`config.mk`:
```
export PLATFORM = sky130hd
export DESIGN_NAME = dual_isa_opcode_class_decoder_flat
export DESIGN_NICKNAME = d
export VERILOG_FILES = /design/src/design/diocd_pkg.sv /design/src/design/diocd_if.sv /design/src/design/dual_isa_opcode_class_decoder.sv /design/src/design/diocd_wide_dec.sv /design/src/design/diocd_short_dec.sv /design/src/flat_wrapper.sv
export VERILOG_INCLUDE_DIRS = /design/src /design/src/design
export SDC_FILE = /design/constraint.sdc
export NUM_CORES = 1
export LEC_CHECK = 0
export ABC_AREA = 1
export BUFFER_PORTS_ARGS = -buffer_cell sky130_fd_sc_hd__buf_2
export CAP_MARGIN = 0
export CORE_MARGIN = 2
export CORE_UTILIZATION = 50
export CTS_BUF_LIST = sky130_fd_sc_hd__clkbuf_16
export DETAILED_ROUTE_END_ITERATION = 16
export PLACE_DENSITY_LB_ADDON = 0.08
export SLEW_MARGIN = 5
export SYNTH_ARGS = -nofsm -noshare
export SYNTH_HDL_FRONTEND = slang
export SYNTH_SLANG_ARGS = --single-unit
```
`constraint.sdc`:
```
create_clock -name clock -period 12.5 [get_ports clock]
set_clock_uncertainty 0.15 [all_clocks]
set_input_delay 1.25 -clock clock [delete_from_list [all_inputs] [get_ports clock]]
set_output_delay 1.25 -clock clock [all_outputs]
set_load 0.01 [all_outputs]
```
`src/design/dual_isa_opcode_class_decoder_assert.svh`:
```
// assertion macros for the dual encoding opcode class decoder
// no dependencies; included at the end of the top level body
`ifndef DUAL_ISA_OPCODE_CLASS_DECODER_ASSERT_SVH
`define DUAL_ISA_OPCODE_CLASS_DECODER_ASSERT_SVH

// same cycle implication
`define DIOCD_ASSERT_IMP(lbl, clk, rst, ante, cons, msg) \
   lbl: assert property (@(posedge clk) disable iff (rst) (ante) |-> (cons)) \
      else $error(msg);

// next cycle implication
`define DIOCD_ASSERT_NXT(lbl, clk, rst, ante, cons, msg) \
   lbl: assert property (@(posedge clk) disable iff (rst) (ante) |=> (cons)) \
      else $error(msg);

`endif

```
`src/design/diocd_pkg.sv`:
```
// shared types and class codes of the dual encoding opcode class decoder
// no dependencies
`timescale 1ns / 1ps

package diocd_pkg;

   typedef logic [5:0] class_type;

   // 32-bit classes
   localparam class_type CLS_BRANCH          = 6'd0;
   localparam class_type CLS_EXCHANGE_REG    = 6'd1;
   localparam class_type CLS_DATA_IMM        = 6'd2;
   localparam class_type CLS_DATA_IMM_SHIFT  = 6'd3;
   localparam class_type CLS_DATA_REG_SHIFT  = 6'd4;
   localparam class_type CLS_LOAD_IMM        = 6'd5;
   localparam class_type CLS_LOAD_REG        = 6'd6;
   localparam class_type CLS_SWAP            = 6'd7;
   localparam class_type CLS_HALF_IMM        = 6'd8;
   localparam class_type CLS_HALF_REG        = 6'd9;
   localparam class_type CLS_MOVE_IMM_OFS    = 6'd10;
   localparam class_type CLS_MOVE_MULTIPLE   = 6'd11;
   localparam class_type CLS_MOVE_REG_OFS    = 6'd12;
   localparam class_type CLS_STATUS_TO_REG   = 6'd13;
   localparam class_type CLS_IMM_TO_STATUS   = 6'd14;
   localparam class_type CLS_REG_TO_STATUS   = 6'd15;
   localparam class_type CLS_MULTIPLY        = 6'd16;
   localparam class_type CLS_MULTIPLY_LONG   = 6'd17;
   localparam class_type CLS_SWI             = 6'd18;

   // 16-bit classes
   localparam class_type CLS_T_ALU           = 6'd19;
   localparam class_type CLS_T_ALU_EXT       = 6'd20;
   localparam class_type CLS_T_ADD_REG       = 6'd21;
   localparam class_type CLS_T_ADJ_IMM       = 6'd22;
   localparam class_type CLS_T_ADJ_REG       = 6'd23;
   localparam class_type CLS_T_ADJ_STACK     = 6'd24;
   localparam class_type CLS_T_BRANCH_EXCH   = 6'd25;
   localparam class_type CLS_T_FAR_PREFIX    = 6'd26;
   localparam class_type CLS_T_FAR_SUFFIX    = 6'd27;
   localparam class_type CLS_T_BRANCH_NEAR   = 6'd28;
   localparam class_type CLS_T_BRANCH_TEST   = 6'd29;
   localparam class_type CLS_T_IMMEDIATE     = 6'd30;
   localparam class_type CLS_T_LOAD_LITERAL  = 6'd31;
   localparam class_type CLS_T_MOVE_BYTE_IMM = 6'd32;
   localparam class_type CLS_T_MOVE_HALF_IMM = 6'd33;
   localparam class_type CLS_T_MOVE_MULTIPLE = 6'd34;
   localparam class_type CLS_T_MOVE_REG_OFS  = 6'd35;
   localparam class_type CLS_T_MOVE_STACK    = 6'd36;
   localparam class_type CLS_T_MOVE_WORD_IMM = 6'd37;
   localparam class_type CLS_T_SHIFT_IMM     = 6'd38;
   localparam class_type CLS_T_SWI           = 6'd39;
   localparam class_type CLS_T_STACK_MULT    = 6'd40;

   typedef struct packed {
      class_type   class_code;
      logic        undefined;
      logic [3:0]  reg_d;
      logic [3:0]  reg_n;
      logic [3:0]  reg_m;
      logic [3:0]  reg_s;
      logic [23:0] immediate;
      logic [3:0]  op_mode;
      logic [1:0]  shift_type;
      logic [4:0]  shift_amount;
      logic [4:0]  flag_bits;
   } decode_result_type;

   localparam decode_result_type RESULT_ZERO = '0;

endpackage

```
`src/design/diocd_if.sv`:
```
// request and response channel interfaces of the opcode class decoder
// depends on diocd_pkg
`timescale 1ns / 1ps

interface diocd_req_if;
   import diocd_pkg::*;
   logic        valid;
   logic        ready;
   logic [31:0] opcode_word;
   logic        short_encoding;

   modport source (output valid, output opcode_word, output short_encoding, input ready);
   modport sink (input valid, input opcode_word, input short_encoding, output ready);
endinterface

interface diocd_rsp_if;
   import diocd_pkg::*;
   logic        valid;
   logic        ready;
   class_type   class_code;
   logic        undefined;
   logic [3:0]  reg_d;
   logic [3:0]  reg_n;
   logic [3:0]  reg_m;
   logic [3:0]  reg_s;
   logic [23:0] immediate;
   logic [3:0]  op_mode;
   logic [1:0]  shift_type;
   logic [4:0]  shift_amount;
   logic [4:0]  flag_bits;

   modport source (output valid, output class_code, output undefined, output reg_d,
                   output reg_n, output reg_m, output reg_s, output immediate,
                   output op_mode, output shift_type, output shift_amount,
                   output flag_bits, input ready);
   modport sink (input valid, input class_code, input undefined, input reg_d,
                 input reg_n, input reg_m, input reg_s, input immediate,
                 input op_mode, input shift_type, input shift_amount,
                 input flag_bits, output ready);
endinterface

```
`src/design/dual_isa_opcode_class_decoder.sv`:
```
// top level of the dual encoding opcode class decoder: input register,
// decode logic, result register; depends on diocd_pkg, diocd_if, diocd_wide_dec,
// diocd_short_dec and dual_isa_opcode_class_decoder_assert.svh
//
//   channel   direction   carries
//   req_bus   in          opcode_word, short_encoding
//   rsp_bus   out         class_code, undefined, operand fields
//
// one request per cycle sustained while the response side is ready
// latency is set by the input register and the result register around the decode
// synchronous active high reset empties both stages; payload registers are not reset
// a stalled response holds; an empty input stage still fills while the result waits
`timescale 1ns / 1ps

module dual_isa_opcode_class_decoder (
   input logic   clock,
   input logic   reset,
   diocd_req_if.sink   req_bus,
   diocd_rsp_if.source rsp_bus
);
   import diocd_pkg::*;

   logic              s1_valid_ff;
   logic              s1_valid_in;
   logic [31:0]       s1_opcode_ff;
   logic              s1_short_ff;
   logic              s2_valid_ff;
   logic              s2_valid_in;
   decode_result_type s2_result_ff;
   decode_result_type s2_result_in;
   decode_result_type wide_res;
   decode_result_type short_res;
   logic              s1_load;
   logic              s2_load;

   diocd_wide_dec u_wide (
      .opcode_word (s1_opcode_ff),
      .result      (wide_res)
   );

   diocd_short_dec u_short (
      .opcode_half (s1_opcode_ff[15:0]),
      .result      (short_res)
   );

   assign s2_load      = !s2_valid_ff || rsp_bus.ready;
   assign s1_load      = !s1_valid_ff || s2_load;
   assign s1_valid_in  = s1_load ? req_bus.valid : s1_valid_ff;
   assign s2_valid_in  = s2_load ? s1_valid_ff : s2_valid_ff;
   assign s2_result_in = s1_short_ff ? short_res : wide_res;

   assign req_bus.ready = s1_load;

   always_ff @(posedge clock) begin
      if (reset) begin
         s1_valid_ff <= 1'b0;
         s2_valid_ff <= 1'b0;
      end else begin
         s1_valid_ff <= s1_valid_in;
         s2_valid_ff <= s2_valid_in;
      end
   end

   always_ff @(posedge clock) begin
      if (s1_load && req_bus.valid) begin
         s1_opcode_ff <= req_bus.opcode_word;
         s1_short_ff  <= req_bus.short_encoding;
      end
      if (s2_load && s1_valid_ff) begin
         s2_result_ff <= s2_result_in;
      end
   end

   assign rsp_bus.valid        = s2_valid_ff;
   assign rsp_bus.class_code   = s2_result_ff.class_code;
   assign rsp_bus.undefined    = s2_result_ff.undefined;
   assign rsp_bus.reg_d        = s2_result_ff.reg_d;
   assign rsp_bus.reg_n        = s2_result_ff.reg_n;
   assign rsp_bus.reg_m        = s2_result_ff.reg_m;
   assign rsp_bus.reg_s        = s2_result_ff.reg_s;
   assign rsp_bus.immediate    = s2_result_ff.immediate;
   assign rsp_bus.op_mode      = s2_result_ff.op_mode;
   assign rsp_bus.shift_type   = s2_result_ff.shift_type;
   assign rsp_bus.shift_amount = s2_result_ff.shift_amount;
   assign rsp_bus.flag_bits    = s2_result_ff.flag_bits;

`include "dual_isa_opcode_class_decoder_assert.svh"

   `DIOCD_ASSERT_IMP(a_undef_zero, clock, reset, s2_valid_ff && s2_result_ff.undefined, s2_result_ff[55:0] == 56'd0 && s2_result_ff.class_code == CLS_BRANCH, "undefined result carries nonzero fields")
   `DIOCD_ASSERT_IMP(a_class_range, clock, reset, s2_valid_ff, s2_result_ff.class_code <= CLS_T_STACK_MULT, "class code out of range")
   `DIOCD_ASSERT_NXT(a_stage_advance, clock, reset, s1_valid_ff && s2_load, s2_valid_ff, "decoded request lost between stages")
   `DIOCD_ASSERT_IMP(a_short_flags, clock, reset, s2_valid_ff && s2_result_ff.class_code > CLS_SWI, s2_result_ff.flag_bits[4:1] == 4'd0, "16-bit class with wide flag bits")

endmodule

```
`src/design/diocd_wide_dec.sv`:
```
// class and operand field decode of a 32-bit encoded opcode
// depends on diocd_pkg
`timescale 1ns / 1ps

module diocd_wide_dec (
   input  logic [31:0]                  opcode_word,
   output diocd_pkg::decode_result_type result
);
   import diocd_pkg::*;

   logic [31:0]       w;
   logic [3:0]        alu;
   logic              save;
   logic [7:0]        hi;
   logic [3:0]        lo;
   logic [4:0]        pos;
   logic              cmp;
   logic              bound;
   class_type         cls;
   decode_result_type r;

   assign w    = opcode_word;
   assign alu  = w[24:21];
   assign save = w[20];
   assign hi   = w[27:20];
   assign lo   = w[7:4];
   assign pos  = w[24:20];
   assign cmp  = (alu[3:2] == 2'b10) && !save;

   // class selection
   always_comb begin
      bound = 1'b0;
      cls   = CLS_BRANCH;
      unique case (w[27:25])
         3'd5: begin
            bound = 1'b1;
            cls   = CLS_BRANCH;
         end
         3'd7: begin
            bound = w[24];
            cls   = CLS_SWI;
         end
         3'd4: begin
            bound = 1'b1;
            cls   = CLS_MOVE_MULTIPLE;
         end
         3'd2: begin
            bound = 1'b1;
            cls   = CLS_MOVE_IMM_OFS;
         end
         3'd3: begin
            bound = !lo[0];
            cls   = CLS_MOVE_REG_OFS;
         end
         3'd1: begin
            if (!cmp) begin
               bound = 1'b1;
               cls   = CLS_DATA_IMM;
            end else if (w[21]) begin
               bound = 1'b1;
               cls   = CLS_IMM_TO_STATUS;
            end
         end
         3'd0: begin
            if (!(lo[0] && lo[3])) begin
               if (!cmp) begin
                  bound = 1'b1;
                  cls   = lo[0] ? CLS_DATA_REG_SHIFT : CLS_DATA_IMM_SHIFT;
               end else if (lo == 4'd0) begin
                  bound = 1'b1;
                  cls   = w[21] ? CLS_REG_TO_STATUS : CLS_STATUS_TO_REG;
               end else if (lo == 4'd1 && hi == 8'h12) begin
                  bound = 1'b1;
                  cls   = CLS_EXCHANGE_REG;
               end
            end else begin
               unique case (lo[2:1])
                  2'd0: begin
                     if (w[27:22] == 6'd0) begin
                        bound = 1'b1;
                        cls   = CLS_MULTIPLY;
                     end else if (w[27:23] == 5'd1) begin
                        bound = 1'b1;
                        cls   = CLS_MULTIPLY_LONG;
                     end else if ((hi & 8'hfb) == 8'h10) begin
                        bound = 1'b1;
                        cls   = CLS_SWAP;
                     end
                  end
                  2'd1: begin
                     bound = 1'b1;
                     cls   = w[22] ? CLS_HALF_IMM : CLS_HALF_REG;
                  end
                  default: begin
                     bound = save;
                     cls   = w[22] ? CLS_LOAD_IMM : CLS_LOAD_REG;
                  end
               endcase
            end
         end
         default: begin
            bound = 1'b0;
         end
      endcase
   end

   // operand fields of the chosen class
   always_comb begin
      r = RESULT_ZERO;
      r.class_code = cls;
      unique case (cls)
         CLS_BRANCH: begin
            r.immediate = w[23:0];
            r.flag_bits = {4'd0, w[24]};
         end
         CLS_EXCHANGE_REG: begin
            r.reg_m = w[3:0];
         end
         CLS_DATA_IMM, CLS_IMM_TO_STATUS: begin
            r.immediate    = {16'd0, w[7:0]};
            r.shift_amount = {1'b0, w[11:8]};
            if (cls == CLS_DATA_IMM) begin
               r.reg_d     = w[15:12];
               r.reg_n     = w[19:16];
               r.flag_bits = {4'd0, save};
               r.op_mode   = alu;
            end else begin
               r.op_mode   = w[19:16];
               r.flag_bits = pos & 5'h04;
            end
         end
         CLS_DATA_IMM_SHIFT, CLS_DATA_REG_SHIFT: begin
            r.reg_m      = w[3:0];
            r.shift_type = w[6:5];
            if (cls == CLS_DATA_IMM_SHIFT) begin
               r.shift_amount = w[11:7];
            end else begin
               r.reg_s = w[11:8];
            end
            r.reg_d     = w[15:12];
            r.reg_n     = w[19:16];
            r.flag_bits = {4'd0, save};
            r.op_mode   = alu;
         end
         CLS_LOAD_IMM, CLS_LOAD_REG: begin
            if (cls == CLS_LOAD_IMM) begin
               r.immediate = {16'd0, w[11:8], w[3:0]};
            end else begin
               r.reg_m = w[3:0];
            end
            r.reg_d     = w[15:12];
            r.reg_n     = w[19:16];
            r.flag_bits = (pos & 5'h1a) | {2'd0, w[5], 2'd0};
         end
         CLS_SWAP: begin
            r.reg_m     = w[3:0];
            r.reg_d     = w[15:12];
            r.reg_n     = w[19:16];
            r.flag_bits = pos & 5'h04;
         end
         CLS_HALF_IMM, CLS_HALF_REG: begin
            if (cls == CLS_HALF_IMM) begin
               r.immediate = {16'd0, w[11:8], w[3:0]};
            end else begin
               r.reg_m = w[3:0];
            end
            r.reg_d     = w[15:12];
            r.reg_n     = w[19:16];
            r.flag_bits = pos & 5'h1b;
         end
         CLS_MOVE_IMM_OFS: begin
            r.immediate = {12'd0, w[11:0]};
            r.reg_d     = w[15:12];
            r.reg_n     = w[19:16];
            r.flag_bits = pos;
         end
         CLS_MOVE_MULTIPLE: begin
            r.immediate = {8'd0, w[15:0]};
            r.reg_n     = w[19:16];
            r.flag_bits = pos;
         end
         CLS_MOVE_REG_OFS: begin
            r.reg_m        = w[3:0];
            r.shift_type   = w[6:5];
            r.shift_amount = w[11:7];
            r.reg_d        = w[15:12];
            r.reg_n        = w[19:16];
            r.flag_bits    = pos;
         end
         CLS_STATUS_TO_REG: begin
            r.reg_d     = w[15:12];
            r.flag_bits = pos & 5'h04;
         end
         CLS_REG_TO_STATUS: begin
            r.reg_m     = w[3:0];
            r.op_mode   = w[19:16];
            r.flag_bits = pos & 5'h04;
         end
         CLS_MULTIPLY, CLS_MULTIPLY_LONG: begin
            r.reg_m     = w[3:0];
            r.reg_s     = w[11:8];
            r.reg_n     = w[15:12];
            r.reg_d     = w[19:16];
            r.flag_bits = pos & ((cls == CLS_MULTIPLY) ? 5'h03 : 5'h07);
         end
         default: begin
            r.immediate = w[23:0];
         end
      endcase
   end

   always_comb begin
      if (bound) begin
         result = r;
      end else begin
         result           = RESULT_ZERO;
         result.undefined = 1'b1;
      end
   end

endmodule

```
`src/design/diocd_short_dec.sv`:
```
// class and operand field decode of a 16-bit encoded opcode
// depends on diocd_pkg
`timescale 1ns / 1ps

module diocd_short_dec (
   input  logic [15:0]                  opcode_half,
   output diocd_pkg::decode_result_type result
);
   import diocd_pkg::*;

   logic [15:0]       w;
   logic [2:0]        d3;
   logic [2:0]        b3;
   logic [2:0]        b6;
   logic [2:0]        r8;
   logic [7:0]        i8;
   logic              m11;
   logic              bound;
   decode_result_type r;

   assign w   = opcode_half;
   assign d3  = w[2:0];
   assign b3  = w[5:3];
   assign b6  = w[8:6];
   assign r8  = w[10:8];
   assign i8  = w[7:0];
   assign m11 = w[11];

   always_comb begin
      r     = RESULT_ZERO;
      bound = 1'b1;
      unique case (w[15:12])
         4'd0, 4'd1: begin
            r.reg_d = {1'b0, d3};
            if (w[12:11] != 2'd3) begin
               r.class_code = CLS_T_SHIFT_IMM;
               r.reg_m      = {1'b0, b3};
               r.immediate  = {19'd0, w[10:6]};
               r.op_mode    = {2'd0, w[12:11]};
            end else begin
               r.reg_n   = {1'b0, b3};
               r.op_mode = {3'd0, w[9]};
               if (w[10]) begin
                  r.class_code = CLS_T_ADJ_IMM;
                  r.immediate  = {21'd0, b6};
               end else begin
                  r.class_code = CLS_T_ADJ_REG;
                  r.reg_m      = {1'b0, b6};
               end
            end
         end
         4'd2, 4'd3: begin
            r.class_code = CLS_T_IMMEDIATE;
            r.immediate  = {16'd0, i8};
            r.reg_d      = {1'b0, r8};
            r.op_mode    = {2'd0, w[12:11]};
         end
         4'd4: begin
            priority if (m11) begin
               r.class_code = CLS_T_LOAD_LITERAL;
               r.immediate  = {16'd0, i8};
               r.reg_d      = {1'b0, r8};
            end else if (!w[10]) begin
               r.class_code = CLS_T_ALU;
               r.reg_d      = {1'b0, d3};
               r.reg_m      = {1'b0, b3};
               r.op_mode    = w[9:6];
            end else if (w[9:8] != 2'd3) begin
               r.class_code = CLS_T_ALU_EXT;
               r.reg_d      = {w[7], d3};
               r.reg_m      = w[6:3];
               r.op_mode    = {2'd0, w[9:8]};
            end else if (!w[7]) begin
               r.class_code = CLS_T_BRANCH_EXCH;
               r.reg_m      = w[6:3];
            end else begin
               bound = 1'b0;
            end
         end
         4'd5: begin
            r.class_code = CLS_T_MOVE_REG_OFS;
            r.reg_d      = {1'b0, d3};
            r.reg_n      = {1'b0, b3};
            r.reg_m      = {1'b0, b6};
            r.op_mode    = {1'b0, w[11:9]};
         end
         4'd6, 4'd7, 4'd8: begin
            unique case (w[13:12])
               2'd2:    r.class_code = CLS_T_MOVE_WORD_IMM;
               2'd3:    r.class_code = CLS_T_MOVE_BYTE_IMM;
               default: r.class_code = CLS_T_MOVE_HALF_IMM;
            endcase
            r.reg_d     = {1'b0, d3};
            r.reg_n     = {1'b0, b3};
            r.immediate = {19'd0, w[10:6]};
            r.op_mode   = {3'd0, m11};
         end
         4'd9, 4'd10: begin
            r.class_code = w[13] ? CLS_T_ADD_REG : CLS_T_MOVE_STACK;
            r.immediate  = {16'd0, i8};
            r.reg_d      = {1'b0, r8};
            r.op_mode    = {3'd0, m11};
         end
         4'd11: begin
            priority if (w[11:8] == 4'd0) begin
               r.class_code = CLS_T_ADJ_STACK;
               r.immediate  = {17'd0, w[6:0]};
               r.op_mode    = {3'd0, w[7]};
            end else if (w[10:9] == 2'd2) begin
               r.class_code = CLS_T_STACK_MULT;
               r.immediate  = {16'd0, i8};
               r.flag_bits  = {4'd0, w[8]};
               r.op_mode    = {3'd0, m11};
            end else begin
               bound = 1'b0;
            end
         end
         4'd12: begin
            r.class_code = CLS_T_MOVE_MULTIPLE;
            r.immediate  = {16'd0, i8};
            r.reg_n      = {1'b0, r8};
            r.op_mode    = {3'd0, m11};
         end
         4'd13: begin
            r.immediate = {16'd0, i8};
            if (w[11:8] == 4'd15) begin
               r.class_code = CLS_T_SWI;
            end else begin
               r.class_code = CLS_T_BRANCH_TEST;
               r.op_mode    = w[11:8];
            end
         end
         4'd14: begin
            r.class_code = CLS_T_BRANCH_NEAR;
            r.immediate  = {13'd0, w[10:0]};
            bound        = !m11;
         end
         default: begin
            r.class_code = m11 ? CLS_T_FAR_SUFFIX : CLS_T_FAR_PREFIX;
            r.immediate  = {13'd0, w[10:0]};
         end
      endcase
   end

   always_comb begin
      if (bound) begin
         result = r;
      end else begin
         result           = RESULT_ZERO;
         result.undefined = 1'b1;
      end
   end

endmodule
```
`src/flat_wrapper.sv`:
```
// flat-port wrapper written by rule: the top's interface ports become plain ports
module dual_isa_opcode_class_decoder_flat import diocd_pkg::*;
  (clock, reset, req_bus_valid, req_bus_opcode_word, req_bus_short_encoding, req_bus_ready, rsp_bus_valid, rsp_bus_class_code, rsp_bus_undefined, rsp_bus_reg_d, rsp_bus_reg_n, rsp_bus_reg_m, rsp_bus_reg_s, rsp_bus_immediate, rsp_bus_op_mode, rsp_bus_shift_type, rsp_bus_shift_amount, rsp_bus_flag_bits, rsp_bus_ready);
  diocd_req_if req_bus_i ();
  diocd_rsp_if rsp_bus_i ();
  input logic clock;
  input logic reset;
  input wire logic [$bits(req_bus_i.valid)-1:0] req_bus_valid;
  input wire logic [$bits(req_bus_i.opcode_word)-1:0] req_bus_opcode_word;
  input wire logic [$bits(req_bus_i.short_encoding)-1:0] req_bus_short_encoding;
  output wire logic [$bits(req_bus_i.ready)-1:0] req_bus_ready;
  output wire logic [$bits(rsp_bus_i.valid)-1:0] rsp_bus_valid;
  output wire logic [$bits(rsp_bus_i.class_code)-1:0] rsp_bus_class_code;
  output wire logic [$bits(rsp_bus_i.undefined)-1:0] rsp_bus_undefined;
  output wire logic [$bits(rsp_bus_i.reg_d)-1:0] rsp_bus_reg_d;
  output wire logic [$bits(rsp_bus_i.reg_n)-1:0] rsp_bus_reg_n;
  output wire logic [$bits(rsp_bus_i.reg_m)-1:0] rsp_bus_reg_m;
  output wire logic [$bits(rsp_bus_i.reg_s)-1:0] rsp_bus_reg_s;
  output wire logic [$bits(rsp_bus_i.immediate)-1:0] rsp_bus_immediate;
  output wire logic [$bits(rsp_bus_i.op_mode)-1:0] rsp_bus_op_mode;
  output wire logic [$bits(rsp_bus_i.shift_type)-1:0] rsp_bus_shift_type;
  output wire logic [$bits(rsp_bus_i.shift_amount)-1:0] rsp_bus_shift_amount;
  output wire logic [$bits(rsp_bus_i.flag_bits)-1:0] rsp_bus_flag_bits;
  input wire logic [$bits(rsp_bus_i.ready)-1:0] rsp_bus_ready;
  assign req_bus_i.valid = req_bus_valid;
  assign req_bus_i.opcode_word = req_bus_opcode_word;
  assign req_bus_i.short_encoding = req_bus_short_encoding;
  assign req_bus_ready = req_bus_i.ready;
  assign rsp_bus_valid = rsp_bus_i.valid;
  assign rsp_bus_class_code = rsp_bus_i.class_code;
  assign rsp_bus_undefined = rsp_bus_i.undefined;
  assign rsp_bus_reg_d = rsp_bus_i.reg_d;
  assign rsp_bus_reg_n = rsp_bus_i.reg_n;
  assign rsp_bus_reg_m = rsp_bus_i.reg_m;
  assign rsp_bus_reg_s = rsp_bus_i.reg_s;
  assign rsp_bus_immediate = rsp_bus_i.immediate;
  assign rsp_bus_op_mode = rsp_bus_i.op_mode;
  assign rsp_bus_shift_type = rsp_bus_i.shift_type;
  assign rsp_bus_shift_amount = rsp_bus_i.shift_amount;
  assign rsp_bus_flag_bits = rsp_bus_i.flag_bits;
  assign rsp_bus_i.ready = rsp_bus_ready;
  dual_isa_opcode_class_decoder u_core (.clock(clock), .reset(reset), .req_bus(req_bus_i), .rsp_bus(rsp_bus_i));
endmodule
```
==> results.toml, run 1 <==
[cells_and_area]
fin_nets = 767
layout_cell_share_with_drive_strength_beyond_1 = 0.224
syn_to_final_growth_pct = 17.3
postLayoutCellArea_mm2 = 0.00631
fin_cells = 871
antenna_cells_inserted = 0

[run_status]
outcome = "finished, final reports clean"

[global_routing]
first_global_vias = 4674
grt_start_max_net_pins = 64
grt_pass1_wl_um = 24600
grt_usage = 0.286
grt_remaining_overflow = 0
initial_antenna_violation_count = 0

[floorplan]
die_y_um = 108
fp.dieW_um = 108
design.core.area_mm2 = 0.0104
floorplan.rows = 37
starting_density_of_the_core = 0.519
fp.dieArea_mm2 = 0.0116
ioPinCount = 102

[run]
max_cap_viol_count = 0

[synthesis]
postSynthNetCount = 672
syn_area_per_cell_um2 = 8.47
yosys_register_bits = 94
synth.cell_area_mm2 = 0.00538
asyncSetResetFlopFracSynth = 0
synth-edff-count = 92
synth_cell_types = 42
synth-main-ff-cell = "sky130_fd_sc_hd__edfxtp_1"
synth_sequential_area_ratio = 0.521
syn_inst = 635
ys.warnings.count = 0

[clock_tree]
clock-root-buffer = "sky130_fd_sc_hd__clkbuf_16"
htree_levels = 3
cts_tree = "done"
ctsResizeCount = 0
clk_transition_reported_paths_ns = 0.07
worst_skew_pair.late_latency_ns = 0.36
clockBufferDepth = 2
post_cts_buffers = 0
cts_inserted_buffers = 9
clock-sinks = 94
postCtsHoldBufs = 0

[sta]
hold_fails_final_rpt = 0
worst_hold_slack_ns = 0.381
relSlewSlack = 0.473
maxSlewViolCount = 0
setup_violations = 0
setup_repair_after_global_routing_missed_its_margin = "false"
fmax_ghz = 0.304
post_route_clock_period_utilization = 0.263
finalCriticalPeriod_ns = 3.29
tightest_slew_ns = 0.791
fin_setup_tns_ns = 0

[place]
placed_cells = 855
gpl.final_weighted_congestion = 0.968
hpwl_um = 11800
dpl_cell_area_mm2 = 0.00596
io_buffer_count = 97

[route]
detailroute.via_count = 4924
ant_nets = 0
postRouteWirelength_um = 15800
drcViolationCount = 0
detail_route.first_pass.iterations = 6
wl_per_cell_um = 18.1
drt_iter0_drc = 437
route.detailed.vias_per_inst = 5.65

[critical_path]
worst_path_max_delay_cell = "sky130_fd_sc_hd__edfxtp_1"
end_kind = "flop"
worst-setup-path-type = "flop to flop"
path_delay_family = "simple AND/OR/NAND/NOR gates"
worst-endpoint-arrival_ns = 3.24
worst-path-max-fanout = 11
crit_buf_inv = 2
start_kind = "flop"
worst_path_most_repeated_cell = "sky130_fd_sc_hd__nand2_1"
cp.required_ns = 12.45
critical-path-max-stage-delay_ns = 0.68
worstPathCellList = "nand2_2, nor3_2, inv_1, nand2_1, nor2_1, nand2_1, inv_1, nor2_2, o22ai_1, nand2_1, nand2_1"

[power_and_ir_drop]
irDropWorstVdd_mv = 0.0945
p_per_area_mw_per_mm2 = 132
power.leakage_nw = 2.86

[min_path]
worstHoldPathType = "flop to flop"
==> cells in the mapped netlist (6+ instances only) <==
cell | count | area share
sky130_fd_sc_hd__a21oi_1 | 27 | 0.025
sky130_fd_sc_hd__a22oi_1 | 6 | 0.0084
sky130_fd_sc_hd__edfxtp_1 | 92 | 0.51
sky130_fd_sc_hd__inv_1 | 64 | 0.045
sky130_fd_sc_hd__inv_2 | 9 | 0.0063
sky130_fd_sc_hd__nand2_1 | 167 | 0.12
sky130_fd_sc_hd__nand2_2 | 9 | 0.010
sky130_fd_sc_hd__nand3_1 | 42 | 0.039
sky130_fd_sc_hd__nand3_2 | 6 | 0.011
sky130_fd_sc_hd__nand4_1 | 10 | 0.012
sky130_fd_sc_hd__nor2_1 | 84 | 0.059
sky130_fd_sc_hd__nor2_2 | 7 | 0.0081
sky130_fd_sc_hd__nor3_1 | 14 | 0.013
sky130_fd_sc_hd__nor3_2 | 9 | 0.017
sky130_fd_sc_hd__o21ai_0 | 20 | 0.019
sky130_fd_sc_hd__o22ai_1 | 20 | 0.023
==> cells by family (layout without fill, tap and decap cells) <==
family          count (synthesis)  count (layout)  share of synthesized area
buf+inv                        92             192                     0.0728
simple gates                  358             358                      0.304
compound gates                 91              91                      0.102
flops                          94              94                      0.521
==> power by group <==
part / internal (mW) / switching [mW] / total [mW]
sequential: 0.367 / 0.0141 / 0.381
combinational: 0.0408 / 0.0964 / 0.137
clock: 0.196 / 0.120 / 0.316
total: 0.604 / 0.230 / 0.834
==> cell type report <==
type / count / area [um^2]
Clock buffer: 9 / 225
Clock inverter: 7 / 120
Fill cell: 927 / 4060
Inverter: 76 / 287
Multi-Input combinational cell: 449 / 2200
Sequential cell: 94 / 2800
Tap cell: 136 / 170
Timing Repair Buffer: 100 / 508
==> state kept, by name, summed over array words and instances, names as in the netlist <==
register                     cells
u_core.s1_opcode_ff             28
u_core.rsp_bus.immediate        24
u_core.rsp_bus.class_code        6
u_core.rsp_bus.flag_bits         5
u_core.rsp_bus.shift_amount      5
u_core.rsp_bus.op_mode           4
u_core.rsp_bus.reg_d             4
u_core.rsp_bus.reg_m             4
u_core.rsp_bus.reg_n             4
u_core.rsp_bus.reg_s             4
u_core.rsp_bus.shift_type        2
u_core.rsp_bus.undefined         1
u_core.rsp_bus.valid             1
u_core.s1_short_ff               1
u_core.s1_valid_ff               1
==> layer usage <==
layer,part of all wire,track usage,up-vias
li1,-,-,2348
met1,0.44,0.407,2279
met2,0.45,0.434,257
met3,0.083,0.0521,40
met4,0.030,0.111,0
met5,0,0,-
==> through the flow <==
stage          setup WS (ns)  utilization  power (mW)
3_3_place_gp            9.34        0.575       0.520
2_1_floorplan           7.49            -       0.480
3_5_place_dp            9.30        0.575       0.521
6_report                9.21        0.608       0.834
4_1_cts                 9.28        0.608       0.835
5_1_grt                 9.00        0.608       0.866
==> cell usage in the layout, fill, tap and decap left out, types with 5 or more instances in the layout <==
master and instances:
sky130_fd_sc_hd__nand2_1 167, sky130_fd_sc_hd__buf_2 97, sky130_fd_sc_hd__edfxtp_1 92, sky130_fd_sc_hd__nor2_1 84
sky130_fd_sc_hd__inv_1 64, sky130_fd_sc_hd__nand3_1 42, sky130_fd_sc_hd__a21oi_1 26, sky130_fd_sc_hd__o21ai_0 20
sky130_fd_sc_hd__o22ai_1 20, sky130_fd_sc_hd__nor3_1 14, sky130_fd_sc_hd__nand4_1 10, sky130_fd_sc_hd__nand2_2 9
sky130_fd_sc_hd__inv_2 9, sky130_fd_sc_hd__nor3_2 9, sky130_fd_sc_hd__clkbuf_16 9, sky130_fd_sc_hd__nor2_2 7
sky130_fd_sc_hd__nand3_2 6, sky130_fd_sc_hd__a22oi_1 6, sky130_fd_sc_hd__nor2_4 5
==> worst paths after layout <==
path	end	slack [ns]	cells past startpoint	from
max	u_core.rsp_bus.op_mode[0]	9.21	11	u_core.s1_opcode_ff[7]
min	u_core.rsp_bus.valid	0.38	2	u_core.rsp_bus.valid
max reg2reg	u_core.rsp_bus.op_mode[0]	9.21	11	u_core.s1_opcode_ff[7]
min reg2reg	u_core.rsp_bus.valid	0.38	2	u_core.rsp_bus.valid
==> tightest hold or removal path, cell delays in order, from the launching register on <==
cell,delay (ns)
sky130_fd_sc_hd__dfxtp_1,0.35
sky130_fd_sc_hd__nand2_1,0.09
sky130_fd_sc_hd__a21oi_1,0.05
No activity file was read; power rests on OpenSTA's default activity.
==> run 2: changes to the inputs <==
- clock period: 12.5 -> 2.7 ns (I/O delays scaled with it)
==> results.toml, run 2 (synthesis gave the netlist of run 1 again) <==
[run_status]
outcome = "finished, final reports clean"

[place]
detailedPlace.worstSlack_ns = 0.00172
gpl.final_weighted_congestion = 0.975
io_buffer_count = 97
hpwl_um = 12400
dpl_cell_area_mm2 = 0.00656

[sta]
relSlewSlack = 0.478
fin_setup_tns_ns = 0
setup_violations = 0
tightest_slew_ns = 0.783
post_route_clock_period_utilization = 0.962
worst_hold_slack_ns = 0.0522
fmax_ghz = 0.385
finalCriticalPeriod_ns = 2.60
setup_repair_after_global_routing_missed_its_margin = "true"
final.setup.worst_slack_ns = 0.102
hold_fails_final_rpt = 0
maxSlewViolCount = 0

[global_routing]
grt_usage = 0.297
globalRouteMet2Util = 0.455
initial_antenna_violation_count = 0
met1_usage = 0.405
grt_start_max_net_pins = 64
first_global_vias = 5267
gr-max-usage-layer = "met2"
grtUsageMet3 = 0.0466
grt_remaining_overflow = 0
grt_pass1_wl_um = 26100

[power_and_ir_drop]
irDropWorstVdd_mv = 0.355
p_per_area_mw_per_mm2 = 513
overall_power_consumption_mw = 3.85
power.leakage_nw = 3.44

[clock_tree]
clock-root-buffer = "sky130_fd_sc_hd__clkbuf_16"
htree_levels = 3
clock-sinks = 94
cts_tree = "done"
clockBufferDepth = 2
worst_skew_pair.late_latency_ns = 0.35
clk_transition_reported_paths_ns = 0.07
cts_inserted_buffers = 9

[floorplan]
die_y_um = 108
starting_density_of_the_core = 0.519
fp.dieW_um = 108
floorplan.rows = 37
fp.dieArea_mm2 = 0.0116
design.core.area_mm2 = 0.0104
ioPinCount = 102

[cells_and_area]
layout_commonest_cell = "sky130_fd_sc_hd__nand2_1"
layout_cell_share_with_drive_strength_beyond_1 = 0.354
fillers = 830
antenna_cells_inserted = 0
largest_reg_flops = 28
fin_nets = 893
max_flop_register = "u_core.s1_opcode_ff"
syn_to_final_growth_pct = 39.5
postLayoutCellArea_mm2 = 0.00750
final_cell_mix = "154 x sky130_fd_sc_hd__nand2_1, 97 x sky130_fd_sc_hd__buf_2, 95 x sky130_fd_sc_hd__buf_4"

[route]
route.detailed.vias_per_inst = 5.53
postRouteWirelength_um = 17100
detailroute.via_count = 5512
ant_nets = 0
wl_per_cell_um = 17.2
drcViolationCount = 0
drt_iter0_drc = 490
detail_route.first_pass.iterations = 5

[min_path]
worstHoldPathType = "input pin to flop"
worst_hold_startpoint = "req_bus_valid"

[critical_path]
worst-endpoint-arrival_ns = 2.55
worst-path-max-fanout = 5
worst-setup-path-type = "flop to flop"
rr_startpoint = "u_core.s1_opcode_ff[26]"
flop2flop_setup_slack_ns = 0.10
end_kind = "flop"
cp.required_ns = 2.66
start_kind = "flop"
critical_path.startpoint = "u_core.s1_opcode_ff[26]"

[run]
max_cap_viol_count = 0
-- run 2: cell count changes in the layout (fill, tap and decap cells not counted), sizes merged --
| cell | previous run | this run |
|---|---|---|
| clkinvlp | 0 | 4 |
| dlygate4sd3 | 0 | 30 |
| bufinv | 3 | 0 |
| buf | 100 | 195 |
-- run 2: power breakdown --
part	switching (mW)	internal, mW	leakage, nW	total, mW
clock	0.573	0.634	0.133	1.21
combinational	0.547	0.353	2.38	0.900
sequential	0.0401	1.70	0.932	1.74
-- run 2: path summary, 6_finish.rpt --
path / depth (start not counted) / to
setup / recovery: 18 / u_core.rsp_bus.immediate[7]
hold reg to reg: 2 / u_core.rsp_bus.valid
hold / removal: 3 / u_core.s1_valid_ff
setup reg to reg: 18 / u_core.rsp_bus.immediate[7]
-- run 2: routing by layer --
layer	part of all wire	wire length, um	up-vias
met2	0.46	7810	347
met5	0	0	-
met4	0.038	649	0
met3	0.087	1500	56
li1	-	-	2604
met1	0.42	7150	2505
-- run 2: cell type report --
class | instances | area (um^2) | share of cell area
clock inverter | 7 | 55.1 | 0.00734
inverter | 76 | 293 | 0.0390
tap | 136 | 170 | 0.0227
multi-input combinational | 449 | 2420 | 0.322
sequential | 94 | 2800 | 0.374
clock buffer | 9 | 225 | 0.0300
timing repair buffer | 225 | 1530 | 0.204
timing repair inverter | 1 | 7.51 | 0.00100
-- run 2: critical path, stage by stage, from the launching register on --
cell,delay [ns]
sky130_fd_sc_hd__edfxtp_1,0.48
sky130_fd_sc_hd__inv_2,0.13
sky130_fd_sc_hd__nand2_1,0.08
sky130_fd_sc_hd__nor2_2,0.15
sky130_fd_sc_hd__nand3_1,0.10
sky130_fd_sc_hd__nand3_2,0.11
sky130_fd_sc_hd__inv_1,0.05
sky130_fd_sc_hd__nor2_1,0.09
sky130_fd_sc_hd__nor2_1,0.05
sky130_fd_sc_hd__buf_4,0.16
sky130_fd_sc_hd__nand2_2,0.08
sky130_fd_sc_hd__nand2_1,0.07
sky130_fd_sc_hd__nand2_2,0.07
sky130_fd_sc_hd__nand2_2,0.06
sky130_fd_sc_hd__nor2_4,0.14
sky130_fd_sc_hd__buf_6,0.12
sky130_fd_sc_hd__nand3_1,0.10
sky130_fd_sc_hd__nand3_2,0.10
sky130_fd_sc_hd__nand2_1,0.06
-- run 2: stage by stage --
stage	std cells	utilization
floorplan	635	-
global placement	935	0.633
detailed placement	935	0.633
CTS	981	0.690
global route	997	0.724
finish	997	0.724
-- run 2: timing repair --
item | in CTS | in global routing
pin swaps | 0 | 19
gates cloned | 0 | 1
hold buffers | 30 | 0
setup buffers | 0 | 15
endpoints found under the setup margin | 2 | 48
gates resized for setup | 2 | 65
hold endpoints to repair | 31 | 0
